File: config.mk
export PLATFORM = sky130hd
export DESIGN_NAME = multi_level_linked_task_queue
export DESIGN_NICKNAME = d
export VERILOG_FILES = /design/src/hw/rtl/mlq_pkg.sv /design/src/hw/rtl/mlq_datapath.sv /design/src/hw/rtl/mlq_controller.sv /design/src/hw/rtl/multi_level_linked_task_queue.sv
export SDC_FILE = /design/constraint.sdc
export NUM_CORES = 1
export LEC_CHECK = 0
export BUFFER_PORTS_ARGS = -buffer_cell sky130_fd_sc_hd__buf_4
export CAP_MARGIN = 20
export CORE_UTILIZATION = 64
export CTS_CLUSTER_SIZE = 28
export DETAILED_ROUTE_END_ITERATION = 16
export GPL_TIMING_DRIVEN = 0
export PLACE_DENSITY = 0.81
export SLEW_MARGIN = 5
export SYNTH_ARGS = -nofsm -noshare
export SYNTH_HDL_FRONTEND = slang
export SYNTH_SLANG_ARGS = --single-unit
File: constraint.sdc
create_clock -name clock -period 6 [get_ports clock]
set_input_delay 0 -clock clock [delete_from_list [all_inputs] [get_ports clock]]
set_output_delay 0 -clock clock [all_outputs]
set_load 0.1 [all_outputs]
File: src/hw/rtl/mlq_pkg.sv
// Package for the multi-level linked task queue.
// Holds the sizes, command and status codes, and the controller/datapath structs.
// No dependencies.
package mlq_pkg;

   localparam int NUM_LEVELS = 8;
   localparam int NUM_NODES  = 16;

   localparam int CMD_W    = 3;
   localparam int LEVEL_W  = 3;
   localparam int NODE_W   = 4;
   localparam int STATUS_W = 2;
   localparam int LVOUT_W  = 4;

   localparam int LVL_W   = (NUM_LEVELS > 1) ? $clog2(NUM_LEVELS) : 1;
   localparam int FOUND_W = $clog2(NUM_LEVELS + 1);
   localparam int PTR_W   = $clog2(NUM_NODES + 1);
   localparam int IDX_W   = $clog2(NUM_NODES);
   localparam int CNT_W   = $clog2(NUM_NODES + 1);

   localparam logic [PTR_W-1:0] NIL = PTR_W'(NUM_NODES);

   typedef enum logic [CMD_W-1:0] {
      CMD_PUSH_TAIL = 3'd0,
      CMD_PUSH_HEAD = 3'd1,
      CMD_POP_HEAD  = 3'd2,
      CMD_POP_TAIL  = 3'd3,
      CMD_ROTATE    = 3'd4,
      CMD_REMOVE    = 3'd5,
      CMD_PEEK_HIGH = 3'd6,
      CMD_POP_HIGH  = 3'd7
   } cmd_type;

   typedef enum logic [STATUS_W-1:0] {
      STATUS_OK      = 2'd0,
      STATUS_REFUSED = 2'd1,
      STATUS_EMPTY   = 2'd2
   } status_type;

   typedef enum logic [3:0] {
      OP_NONE,
      OP_LOAD,
      OP_PUSH_TAIL,
      OP_PUSH_HEAD,
      OP_TAKE,
      OP_POP_ONLY,
      OP_ROTATE,
      OP_STEP,
      OP_CUT_TAIL,
      OP_UNLINK,
      OP_SCAN,
      OP_PEEK
   } op_type;

   typedef struct packed {
      op_type     op;
      logic       rsp_valid;
      status_type rsp_status;
   } ctrl_cmd_type;

   typedef struct packed {
      cmd_type cmd;
      logic    lv_ok;
      logic    node_ok;
      logic    node_eq_tail;
      logic    head_nil;
      logic    tail_nil;
      logic    head_eq_tail;
      logic    cur_nil;
      logic    cur_eq_node;
      logic    lnk_eq_tail;
      logic    prev_nil;
      logic    cnt_done;
      logic    scan_hit;
   } dp_stat_type;

endpackage

File: src/hw/rtl/mlq_datapath.sv
// Datapath of the multi-level linked task queue: head, tail and link stores,
// walk pointers and the result register. Driven by mlq_controller; uses mlq_pkg.
module mlq_datapath (
   input  logic                         clock,
   input  logic                         reset,
   input  logic [mlq_pkg::CMD_W-1:0]    req_cmd,
   input  logic [mlq_pkg::LEVEL_W-1:0]  req_queue_level,
   input  logic [mlq_pkg::NODE_W-1:0]   req_node_id,
   input  mlq_pkg::ctrl_cmd_type        ctrl,
   output mlq_pkg::dp_stat_type         stat,
   output logic                         rsp_strobe,
   output logic [mlq_pkg::STATUS_W-1:0] rsp_status,
   output logic [mlq_pkg::NODE_W-1:0]   rsp_node_out,
   output logic [mlq_pkg::LVOUT_W-1:0]  rsp_level_out
);

   localparam int PW = mlq_pkg::PTR_W;
   localparam int LW = mlq_pkg::LVL_W;
   localparam int IW = mlq_pkg::IDX_W;

   logic [PW-1:0] head_ff [mlq_pkg::NUM_LEVELS];
   logic [PW-1:0] head_in [mlq_pkg::NUM_LEVELS];
   logic [PW-1:0] tail_ff [mlq_pkg::NUM_LEVELS];
   logic [PW-1:0] tail_in [mlq_pkg::NUM_LEVELS];
   logic [PW-1:0] link_ff [mlq_pkg::NUM_NODES];

   mlq_pkg::cmd_type             cmd_ff, cmd_in;
   logic [LW-1:0]                lvl_ff, lvl_in;
   logic                         lv_ok_ff, lv_ok_in;
   logic [mlq_pkg::NODE_W-1:0]   node_ff, node_in;
   logic [PW-1:0]                cur_ff, cur_in;
   logic [PW-1:0]                prev_ff, prev_in;
   logic [mlq_pkg::CNT_W-1:0]    cnt_ff, cnt_in;
   logic [PW-1:0]                res_ff, res_in;
   logic [mlq_pkg::FOUND_W-1:0]  found_ff, found_in;

   logic                         strobe_ff;
   mlq_pkg::status_type          status_ff;
   logic [mlq_pkg::NODE_W-1:0]   node_out_ff;
   logic [mlq_pkg::LVOUT_W-1:0]  level_out_ff;

   logic          wa_en, wb_en;
   logic [PW-1:0] wa_addr, wa_data, wb_addr, wb_data;

   logic [PW-1:0] head_sel, tail_sel, lnk, node_p, link_raw;
   logic          node_ok;
   logic          req_lv_ok;
   logic [LW-1:0] req_lvl;
   logic          scan_hit;
   logic [LW-1:0] scan_idx;

   assign head_sel = head_ff[lvl_ff];
   assign tail_sel = tail_ff[lvl_ff];
   assign node_ok  = 32'(node_ff) < mlq_pkg::NUM_NODES;
   assign node_p   = node_ok ? PW'(node_ff) : mlq_pkg::NIL;
   assign link_raw = link_ff[cur_ff[IW-1:0]];
   assign lnk      = (cur_ff < mlq_pkg::NIL && link_raw < mlq_pkg::NIL) ? link_raw
                                                                       : mlq_pkg::NIL;
   assign req_lv_ok = 32'(req_queue_level) < mlq_pkg::NUM_LEVELS;
   assign req_lvl   = req_lv_ok ? LW'(req_queue_level) : '0;

   always_comb begin
      scan_hit = 1'b0;
      scan_idx = '0;
      for (int i = mlq_pkg::NUM_LEVELS - 1; i >= 0; i--) begin
         if (head_ff[i] != mlq_pkg::NIL) begin
            scan_hit = 1'b1;
            scan_idx = LW'(i);
         end
      end
   end

   always_comb begin
      head_in  = head_ff;
      tail_in  = tail_ff;
      cmd_in   = cmd_ff;
      lvl_in   = lvl_ff;
      lv_ok_in = lv_ok_ff;
      node_in  = node_ff;
      cur_in   = cur_ff;
      prev_in  = prev_ff;
      cnt_in   = cnt_ff;
      res_in   = res_ff;
      found_in = found_ff;
      wa_en    = 1'b0;
      wa_addr  = cur_ff;
      wa_data  = mlq_pkg::NIL;
      wb_en    = 1'b0;
      wb_addr  = cur_ff;
      wb_data  = mlq_pkg::NIL;
      unique case (ctrl.op)
         mlq_pkg::OP_LOAD: begin
            cmd_in   = mlq_pkg::cmd_type'(req_cmd);
            lvl_in   = req_lvl;
            lv_ok_in = req_lv_ok;
            node_in  = req_node_id;
            cur_in   = req_lv_ok ? head_ff[req_lvl] : mlq_pkg::NIL;
            prev_in  = mlq_pkg::NIL;
            cnt_in   = '0;
            res_in   = mlq_pkg::NIL;
            found_in = '0;
         end
         mlq_pkg::OP_PUSH_TAIL: begin
            if (head_sel == mlq_pkg::NIL) begin
               head_in[lvl_ff] = node_p;
            end else begin
               wa_en   = 1'b1;
               wa_addr = tail_sel;
               wa_data = node_p;
            end
            tail_in[lvl_ff] = node_p;
            wb_en   = 1'b1;
            wb_addr = node_p;
            wb_data = mlq_pkg::NIL;
         end
         mlq_pkg::OP_PUSH_HEAD: begin
            wb_en   = 1'b1;
            wb_addr = node_p;
            wb_data = head_sel;
            head_in[lvl_ff] = node_p;
            if (tail_sel == mlq_pkg::NIL) begin
               tail_in[lvl_ff] = node_p;
            end
         end
         mlq_pkg::OP_TAKE: begin
            head_in[lvl_ff] = lnk;
            if (lnk == mlq_pkg::NIL) begin
               tail_in[lvl_ff] = mlq_pkg::NIL;
            end
            wb_en   = 1'b1;
            wb_addr = cur_ff;
            res_in  = cur_ff;
         end
         mlq_pkg::OP_POP_ONLY: begin
            res_in          = tail_sel;
            head_in[lvl_ff] = mlq_pkg::NIL;
            tail_in[lvl_ff] = mlq_pkg::NIL;
         end
         mlq_pkg::OP_ROTATE: begin
            wa_en   = 1'b1;
            wa_addr = tail_sel;
            wa_data = cur_ff;
            tail_in[lvl_ff] = cur_ff;
            head_in[lvl_ff] = lnk;
            wb_en   = 1'b1;
            wb_addr = cur_ff;
         end
         mlq_pkg::OP_STEP: begin
            prev_in = cur_ff;
            cur_in  = lnk;
            cnt_in  = cnt_ff + 1'b1;
         end
         mlq_pkg::OP_CUT_TAIL: begin
            res_in          = tail_sel;
            tail_in[lvl_ff] = cur_ff;
            wa_en   = 1'b1;
            wa_addr = cur_ff;
            wb_en   = 1'b1;
            wb_addr = tail_sel;
         end
         mlq_pkg::OP_UNLINK: begin
            wa_en   = 1'b1;
            wa_addr = prev_ff;
            wa_data = lnk;
            if (lnk == mlq_pkg::NIL) begin
               tail_in[lvl_ff] = prev_ff;
            end
            wb_en   = 1'b1;
            wb_addr = cur_ff;
            res_in  = cur_ff;
         end
         mlq_pkg::OP_SCAN: begin
            lvl_in   = scan_idx;
            found_in = scan_hit ? mlq_pkg::FOUND_W'(scan_idx)
                                : mlq_pkg::FOUND_W'(mlq_pkg::NUM_LEVELS);
            cur_in   = scan_hit ? head_ff[scan_idx] : mlq_pkg::NIL;
         end
         mlq_pkg::OP_PEEK: begin
            res_in = cur_ff;
         end
         default: begin
         end
      endcase
   end

   always_ff @(posedge clock) begin
      if (reset) begin
         for (int i = 0; i < mlq_pkg::NUM_LEVELS; i++) begin
            head_ff[i] <= mlq_pkg::NIL;
            tail_ff[i] <= mlq_pkg::NIL;
         end
         strobe_ff <= 1'b0;
      end else begin
         head_ff   <= head_in;
         tail_ff   <= tail_in;
         strobe_ff <= ctrl.rsp_valid;
      end
   end

   always_ff @(posedge clock) begin
      if (wa_en && wa_addr < mlq_pkg::NIL) begin
         link_ff[wa_addr[IW-1:0]] <= wa_data;
      end
      if (wb_en && wb_addr < mlq_pkg::NIL) begin
         link_ff[wb_addr[IW-1:0]] <= wb_data;
      end
   end

   always_ff @(posedge clock) begin
      cmd_ff   <= cmd_in;
      lvl_ff   <= lvl_in;
      lv_ok_ff <= lv_ok_in;
      node_ff  <= node_in;
      cur_ff   <= cur_in;
      prev_ff  <= prev_in;
      cnt_ff   <= cnt_in;
      res_ff   <= res_in;
      found_ff <= found_in;
      if (ctrl.rsp_valid) begin
         status_ff <= ctrl.rsp_status;
         if (ctrl.rsp_status == mlq_pkg::STATUS_OK && res_in != mlq_pkg::NIL) begin
            node_out_ff <= mlq_pkg::NODE_W'(res_in);
         end else begin
            node_out_ff <= '0;
         end
         if (cmd_ff == mlq_pkg::CMD_PEEK_HIGH || cmd_ff == mlq_pkg::CMD_POP_HIGH) begin
            level_out_ff <= mlq_pkg::LVOUT_W'(found_ff);
         end else begin
            level_out_ff <= '0;
         end
      end
   end

   assign stat.cmd          = cmd_ff;
   assign stat.lv_ok        = lv_ok_ff;
   assign stat.node_ok      = node_ok;
   assign stat.node_eq_tail = node_p == tail_sel;
   assign stat.head_nil     = head_sel == mlq_pkg::NIL;
   assign stat.tail_nil     = tail_sel == mlq_pkg::NIL;
   assign stat.head_eq_tail = head_sel == tail_sel;
   assign stat.cur_nil      = cur_ff == mlq_pkg::NIL;
   assign stat.cur_eq_node  = cur_ff == node_p;
   assign stat.lnk_eq_tail  = lnk == tail_sel;
   assign stat.prev_nil     = prev_ff == mlq_pkg::NIL;
   assign stat.cnt_done     = 32'(cnt_ff) >= mlq_pkg::NUM_NODES;
   assign stat.scan_hit     = found_ff != mlq_pkg::FOUND_W'(mlq_pkg::NUM_LEVELS);

   assign rsp_strobe    = strobe_ff;
   assign rsp_status    = status_ff;
   assign rsp_node_out  = node_out_ff;
   assign rsp_level_out = level_out_ff;

endmodule

File: src/hw/rtl/mlq_controller.sv
// Controller of the multi-level linked task queue: sequences each transaction
// and issues datapath operations. Uses mlq_pkg.
module mlq_controller (
   input  logic                  clock,
   input  logic                  reset,
   input  logic                  start,
   output logic                  busy,
   input  mlq_pkg::dp_stat_type  stat,
   output mlq_pkg::ctrl_cmd_type ctrl
);

   typedef enum logic [4:0] {
      ST_IDLE      = 5'b00001,
      ST_DECIDE    = 5'b00010,
      ST_WALK_TAIL = 5'b00100,
      ST_WALK_RM   = 5'b01000,
      ST_PICK      = 5'b10000
   } state_type;

   state_type state_ff, state_in;

   task automatic respond(input mlq_pkg::op_type op, input mlq_pkg::status_type st);
      ctrl.op         = op;
      ctrl.rsp_valid  = 1'b1;
      ctrl.rsp_status = st;
      state_in        = ST_IDLE;
   endtask

   always_comb begin
      state_in        = state_ff;
      ctrl.op         = mlq_pkg::OP_NONE;
      ctrl.rsp_valid  = 1'b0;
      ctrl.rsp_status = mlq_pkg::STATUS_OK;
      unique case (state_ff)
         ST_IDLE: begin
            if (start) begin
               ctrl.op  = mlq_pkg::OP_LOAD;
               state_in = ST_DECIDE;
            end
         end
         ST_DECIDE: begin
            unique case (stat.cmd) inside
               mlq_pkg::CMD_PUSH_TAIL, mlq_pkg::CMD_PUSH_HEAD: begin
                  if (!stat.lv_ok || !stat.node_ok || stat.node_eq_tail) begin
                     respond(mlq_pkg::OP_NONE, mlq_pkg::STATUS_REFUSED);
                  end else if (stat.cmd == mlq_pkg::CMD_PUSH_TAIL) begin
                     respond(mlq_pkg::OP_PUSH_TAIL, mlq_pkg::STATUS_OK);
                  end else begin
                     respond(mlq_pkg::OP_PUSH_HEAD, mlq_pkg::STATUS_OK);
                  end
               end
               mlq_pkg::CMD_POP_HEAD: begin
                  if (!stat.lv_ok || stat.cur_nil) begin
                     respond(mlq_pkg::OP_NONE, mlq_pkg::STATUS_EMPTY);
                  end else begin
                     respond(mlq_pkg::OP_TAKE, mlq_pkg::STATUS_OK);
                  end
               end
               mlq_pkg::CMD_POP_TAIL: begin
                  if (!stat.lv_ok || stat.tail_nil) begin
                     respond(mlq_pkg::OP_NONE, mlq_pkg::STATUS_EMPTY);
                  end else if (stat.head_eq_tail) begin
                     respond(mlq_pkg::OP_POP_ONLY, mlq_pkg::STATUS_OK);
                  end else begin
                     state_in = ST_WALK_TAIL;
                  end
               end
               mlq_pkg::CMD_ROTATE: begin
                  if (!stat.lv_ok || stat.head_nil || stat.tail_nil) begin
                     respond(mlq_pkg::OP_NONE, mlq_pkg::STATUS_EMPTY);
                  end else if (!stat.head_eq_tail) begin
                     respond(mlq_pkg::OP_ROTATE, mlq_pkg::STATUS_OK);
                  end else begin
                     respond(mlq_pkg::OP_NONE, mlq_pkg::STATUS_OK);
                  end
               end
               mlq_pkg::CMD_REMOVE: begin
                  if (!stat.lv_ok || !stat.node_ok) begin
                     respond(mlq_pkg::OP_NONE, mlq_pkg::STATUS_EMPTY);
                  end else begin
                     state_in = ST_WALK_RM;
                  end
               end
               default: begin
                  ctrl.op  = mlq_pkg::OP_SCAN;
                  state_in = ST_PICK;
               end
            endcase
         end
         ST_WALK_TAIL: begin
            if (stat.cur_nil || stat.cnt_done) begin
               respond(mlq_pkg::OP_NONE, mlq_pkg::STATUS_EMPTY);
            end else if (stat.lnk_eq_tail) begin
               respond(mlq_pkg::OP_CUT_TAIL, mlq_pkg::STATUS_OK);
            end else begin
               ctrl.op = mlq_pkg::OP_STEP;
            end
         end
         ST_WALK_RM: begin
            if (stat.cur_nil || stat.cnt_done) begin
               respond(mlq_pkg::OP_NONE, mlq_pkg::STATUS_EMPTY);
            end else if (stat.cur_eq_node) begin
               if (stat.prev_nil) begin
                  respond(mlq_pkg::OP_TAKE, mlq_pkg::STATUS_OK);
               end else begin
                  respond(mlq_pkg::OP_UNLINK, mlq_pkg::STATUS_OK);
               end
            end else begin
               ctrl.op = mlq_pkg::OP_STEP;
            end
         end
         ST_PICK: begin
            if (!stat.scan_hit) begin
               respond(mlq_pkg::OP_NONE, mlq_pkg::STATUS_EMPTY);
            end else if (stat.cmd == mlq_pkg::CMD_PEEK_HIGH) begin
               respond(mlq_pkg::OP_PEEK, mlq_pkg::STATUS_OK);
            end else begin
               respond(mlq_pkg::OP_TAKE, mlq_pkg::STATUS_OK);
            end
         end
         default: begin
            state_in = ST_IDLE;
         end
      endcase
   end

   always_ff @(posedge clock) begin
      if (reset) begin
         state_ff <= ST_IDLE;
      end else begin
         state_ff <= state_in;
      end
   end

   assign busy = state_ff != ST_IDLE;

endmodule

File: src/hw/rtl/multi_level_linked_task_queue.sv
// Multi-level linked task queue: eight priority FIFO queues of sixteen nodes,
// threaded through a shared next-link store. Every transaction returns exactly
// one result, shown for one cycle with rsp_strobe high; the receiver cannot
// stall it, so capture it on that cycle. Issue a transaction with start while
// busy is low. Push, pop head and rotate respond from the decide state; the peek
// or pop of the first non-empty level responds from the pick state after a scan.
// Pop tail and remove walk the list one link per cycle through the single read
// port of the link store. busy drops as the result is registered, so a new
// transaction may be taken in the cycle the strobe shows.
// Depends on mlq_pkg, mlq_controller and mlq_datapath.
module multi_level_linked_task_queue (
   input  logic                         clock,
   input  logic                         reset,
   input  logic                         start,
   output logic                         busy,
   input  logic [mlq_pkg::CMD_W-1:0]    req_cmd,
   input  logic [mlq_pkg::LEVEL_W-1:0]  req_queue_level,
   input  logic [mlq_pkg::NODE_W-1:0]   req_node_id,
   output logic                         rsp_strobe,
   output logic [mlq_pkg::STATUS_W-1:0] rsp_status,
   output logic [mlq_pkg::NODE_W-1:0]   rsp_node_out,
   output logic [mlq_pkg::LVOUT_W-1:0]  rsp_level_out
);

   mlq_pkg::ctrl_cmd_type ctrl;
   mlq_pkg::dp_stat_type  stat;

   mlq_controller u_controller (
      .clock (clock),
      .reset (reset),
      .start (start),
      .busy  (busy),
      .stat  (stat),
      .ctrl  (ctrl)
   );

   mlq_datapath u_datapath (
      .clock           (clock),
      .reset           (reset),
      .req_cmd         (req_cmd),
      .req_queue_level (req_queue_level),
      .req_node_id     (req_node_id),
      .ctrl            (ctrl),
      .stat            (stat),
      .rsp_strobe      (rsp_strobe),
      .rsp_status      (rsp_status),
      .rsp_node_out    (rsp_node_out),
      .rsp_level_out   (rsp_level_out)
   );

endmodule
# == Word-level counts from Yosys, hierarchy flattened ==
# Memory sizes are Yosys's and may differ from the RTL's. A register that Yosys moved wholly into a read port is not among the register bits.
# Index checks and enable logic that the tools add are counted.
# classes
addsub,1
multipliers,0
div,0
magnitude_cmp,9
eq_ne,50
shift,0
muxes,94
bitwise_logic,8
n_reduce_logical,27
# op_table
op,n
case mux 40 bit (6 select lines),1
bitwise mux 40 bit,5
two-way mux 40 bit,4
case mux 40 bit (4 select lines),1
two-way mux 5 bit,19
case mux 5 bit (3 select lines),5
AND 32 bit,2
binary-select mux 5 bit (select 3 bit),4
two-way mux 7 bit,8
inequality test 5 bit (second input constant),9
case mux 4 bit (5 select lines),2
two-way mux 3 bit,12
NOT 32 bit,1
== test 5 bit (second input constant),6
case mux 5 bit (2 select lines),3
case mux 3 bit (4 select lines),2
< comparator 5 bit (second input constant),4
two-way mux 4 bit,5
case mux 5 bit (4 select lines),1
two-way mux 6 bit,3
== test 4 x 3 -> 1 bit (second input constant),4
== test 4 bit (second input constant),4
OR 8 bit,2
demux 5 bit (select 3 bit),1
41 further kinds,81
# totals
regBits,130
latchBits,0
ramBits,80
rom_bits,0
in_bits,13
output_inout_bits,12
wordCells,219
n_memories,1
# mem_list
name,depth,word_bits,read_ports,rd_clocked_by_memory_dff,write_ports,line,text
u_datapath.link_ff,16,5,1,1,2,mlq_datapath.sv:25,logic [PW-1:0] link_ff [mlq_pkg::NUM_NODES];

# == Longest topological paths before layout ==
# depth
word_depth,16
depth_mapped,16
ltp_nobuf,11

# == Hierarchy ==
# Synthesis repeated with hierarchy kept, for this count alone.
# hier_totals
hier_cells,1187
area_unflattened_um2,12353.1
# by_module_without_submodules
module,n_inst,cells_each,area_per_inst_um2
mlq_datapath,1,1098,11743.8
mlq_controller,1,89,609.3

# == Worst setup path after synthesis ==
# No wires, ideal clock.
# synth_path
path_kind,reg-to-reg
start,reg u_controller.state_ff[3]
end,"mem u_datapath.link_ff[13][0] in the netlist's numbering, enable pin"
arrival_ns,4.106
required_ns,5.616
path_slack_ns,1.510
path_stages_with_launch,11
path_buffers,0
synth_period_minus_slack_ns,4.490
path_cell_list,dfxtp_1 > nor3_1 > nand3b_1 > or2_2 > o311ai_0 > nor2_1 > and3_1 > a21oi_1 > o21ai_0 > a211o_1 > o41ai_1
# synth_lines
element,line,text
"start, declared",mlq_controller.sv:20,"state_type state_ff, state_in;"
"start signal, assigned",mlq_controller.sv:131,state_ff <= state_in;
"end, declared",mlq_datapath.sv:25,

==> run_results.csv <==
group,metric,value,unit
run_status,outcome,"complete, but fails checks",
run_status,violations,"negative setup slack",
power,p_per_area,263.6,mW/mm^2
setup_path,crit_start,"u_datapath.lvl_ff[1]",
setup_path,critPathSlowestCell,"nor4b_1",
placement,dpl_cell_area,0.01283,sq mm
finish,antenna_cells,0,
global_routing,antenna_found_initial,0,
power,power,3.639,mW
sta,fin_crit_sh,100.9,%
yosys,syn_inst,1134,
yosys,synth_edf_count,119,
setup_path,arrival,6.19,ns
yosys,synth_area,0.01232,sq mm
finish,final_cell_mix,"edfxtp_1, mux2i_1, nor2_1, dfxtp_1, nand2_1",
power,p_clk_share,45.1,%
finish,fin_cells,1449,
yosys,synth_area_leaders,"edfxtp_1, dfxtp_1, mux2i_1",
clock_network,cts_buffers,24,
yosys,syn_area_per_cell,10.87,sq um
sta,final_max_slew_viol_count,0,
clock_network,clk_pin_slew_worst_paths,0.06,ns
finish,syn_to_final_growth,12.02,%
sta,max_freq,165.2,MHz
power,switchingPower,0.9113,mW
clock_network,cts_tree,"built",
placement,hpwl,27.11,mm
yosys,synth_nets,1148,
yosys,ys_async_sr_fraction,0,%
setup_path,critPathMaxFanout,10,
setup_path,worstRegToRegCells,14,
setup_path,r2r-end,"u_datapath.link_ff[3][1]",
floorplan,die_h,140.8,microns
finish,final_common_cell,"edfxtp_1",
route,drt-initial-drc-count,1457,
placement,dp_cells,1396,
clock_network,h-tree-depth,1,
global_routing,track_usage,37.67,%
power,peakVddDrop,0.2530,mV
setup_path,critPathLaunchType,"register",
floorplan,io_pins,25,
setup_path,r2r_start,"u_datapath.lvl_ff[1]",
floorplan,initial_core_util,65.65,%
placement,dpl_worst_slack,0.2511,ns
yosys,yosysWarnings,0,
sta,fin_crit,6.054,ns
setup_path,critical_path_class,"reg2reg",
power,combPwrFrac,11.5,%
sta,fin_skew,0.01694,ns
clock_network,clock_path_buffers,3,
finish,nNetsFinal,1212,
clock_network,postCtsResizedCells,0,
flow_run,maxCapViolations,0,
sta,rsz0062_at_grt,"true",
yosys,ys_seq_area_share,44.27,%
global_routing,gr-total-overflow,0,
power,p_seq_share,43.4,%
power,p_int,2.728,mW
floorplan,die_area,0.01981,sq mm
sta,hold_violations,0,
clock_network,cts-root-buf,"clkbuf_16",
yosys,synth_top_area_share,29.00,%
setup_path,critPathMaxStageDelay,1.09,ns
global_routing,first_global_vias,9730,
route,antenna_left,0,
worst_hold_path,hold_class,"in2reg",
route,viasPerCell,7.001,
setup_path,crit_end,"u_datapath.link_ff[3][1]",
worst_hold_path,hold_path_depth,2,
setup_path,endpoint_kind,"register",
yosys,synthFlopType,"edfxtp_1",
power,p_leak,5.256,nW
sta,setup_viol,8,
placement,gp_congestion,0.9958,
sta,worstMarginPinSlew,1.378,ns
route,drt_first_pass_iters,7,
power,p_sw_share,25.04,%
finish,final_cell_area,0.01380,sq mm
sta,setup_ws,-0.05398,ns
floorplan,placementRows,50,
finish,drive_above_1_share,16.46,%
setup_path,cp.required,6.14,ns
sta,slew_headroom,8.161,%
finish,fillerInstances,1387,
floorplan,design.core.area,0.01877,sq mm
clock_network,cts_sinks,213,
placement,io_buffers,22,
setup_path,path_cells,"buf_6, buf_4, buf_2, mux2_2, a22oi_1, o21a_1, xnor2_1, a311oi_2, nor4b_1, or2_2, inv_1, o21ai_0, o2bb2ai_1, o31ai_1",
clock_network,clkLatencyLatePin,0.53,ns
route,wl_per_cell,25.42,microns
global_routing,grt_max_degree,14,
yosys,synth_cell_types,84,
sta,tns,-0.3494,ns
route,vias,10140,
route,wirelength,36.84,mm
yosys,yosys.area.top_type,"edfxtp_1",
setup_path,r2r_slack,-0.05,ns
floorplan,fp.dieW,140.8,microns
route,drcViolationCount,0,
clock_network,post-cts-setup-buffers,0,
yosys,ys_ff_latch,213,
global_routing,grt_pass1_wl,56.10,mm
## synthesized netlist by cell type, types with 13 or more instances
| cell type | instances |
|---|---|
| nor2b_1 | 53 |
| dfxtp_1 | 94 |
| edfxtp_1 | 119 |
| and3_1 | 20 |
| o21ai_0 | 23 |
| a21o_1 | 14 |
| o31ai_1 | 16 |
| nand2_1 | 69 |
| and2_1 | 18 |
| a211oi_1 | 25 |
| mux4_2 | 44 |
| clkbuf_1 | 60 |
| nand3_1 | 28 |
| nor3_1 | 13 |
| a21oi_1 | 43 |
| mux2_2 | 42 |
| inv_1 | 16 |
| nor2_1 | 103 |
| mux2i_1 | 118 |
## what timing repair did
action,in CTS,in global routing
hold endpoints to repair,9,0
setup endpoints to repair,0,3
hold buffers,8,0
## per-stage QoR
stage               hold slack, ns  util (%)
global placement            0.1789     68.09
global route               0.06705     73.55
floorplan                  0.09887         -
CTS                        0.05394     73.48
finish                     0.07625     73.55
detailed placement          0.1798     68.37
## worst max-delay path: cells and delay by family (launching register included)
kind	cells	cell delay, ns
AOI/OAI and AO/OA	6	2.53
and+or+nand+nor	2	1.37
buffers and inverters	4	0.71
muxes	1	0.41
DFF	1	0.40
xor gates and xnor gates	1	0.25
## logic make-up (layout without fill, tap and decap cells)
family                   count (synthesis)  in the layout  synth area share (%)
adder cells (fa/ha/maj)                  1              1                0.1015
XOR/XNOR                                16             16                 1.137
multiplexers                           205            205                 21.59
AO/OA/AOI/OAI                          227            227                 13.74
buffers and inverters                   95            176                 3.270
AND/OR/NAND/NOR                        377            377                 15.89
flip-flops                             213            213                 44.27
## metal layers
metal  share of wire, %  global-route usage [%]
met1                 40                   51.14
met2                 45                   58.84
met3                 11                   8.254
met4                4.5                   15.50
met5                  0                       0
## final cells by class
cell class	instances	area, sq um	area share, %
multi-input combinational	826	6486	46.99
sequential	213	5455	39.52
clock buffer	29	650.6	4.714
buffer	79	342.8	2.484
tap	234	292.8	2.121
timing repair buffer	38	287.8	2.085
clock inverter	14	227.7	1.650
inverter	16	60.06	0.4351
## power groups by stage
stage	registers [mW]	logic (mW)	clock network, mW
final	1.58	0.418	1.64
after global routing	1.58	0.439	1.69
after CTS	1.58	0.404	1.64
after detailed placement	1.61	0.397	0
after global placement	1.61	0.393	0
after floorplan	1.61	0.282	0
## worst min-delay path by stage
stage                             startpoint                     to  slack [ns]
after floorplan                   req_cmd[0]   u_datapath.cmd_ff[0]         0.1
after global placement            req_cmd[2]   u_datapath.cmd_ff[2]        0.18
after detailed placement      req_node_id[2]  u_datapath.node_ff[2]        0.18
after CTS                 req_queue_level[2]   u_datapath.lvl_ff[2]        0.05
after global routing      req_queue_level[2]   u_datapath.lvl_ff[2]        0.07
final                     req_queue_level[2]   u_datapath.lvl_ff[2]        0.08
Power figures use the tool's default switching activity.
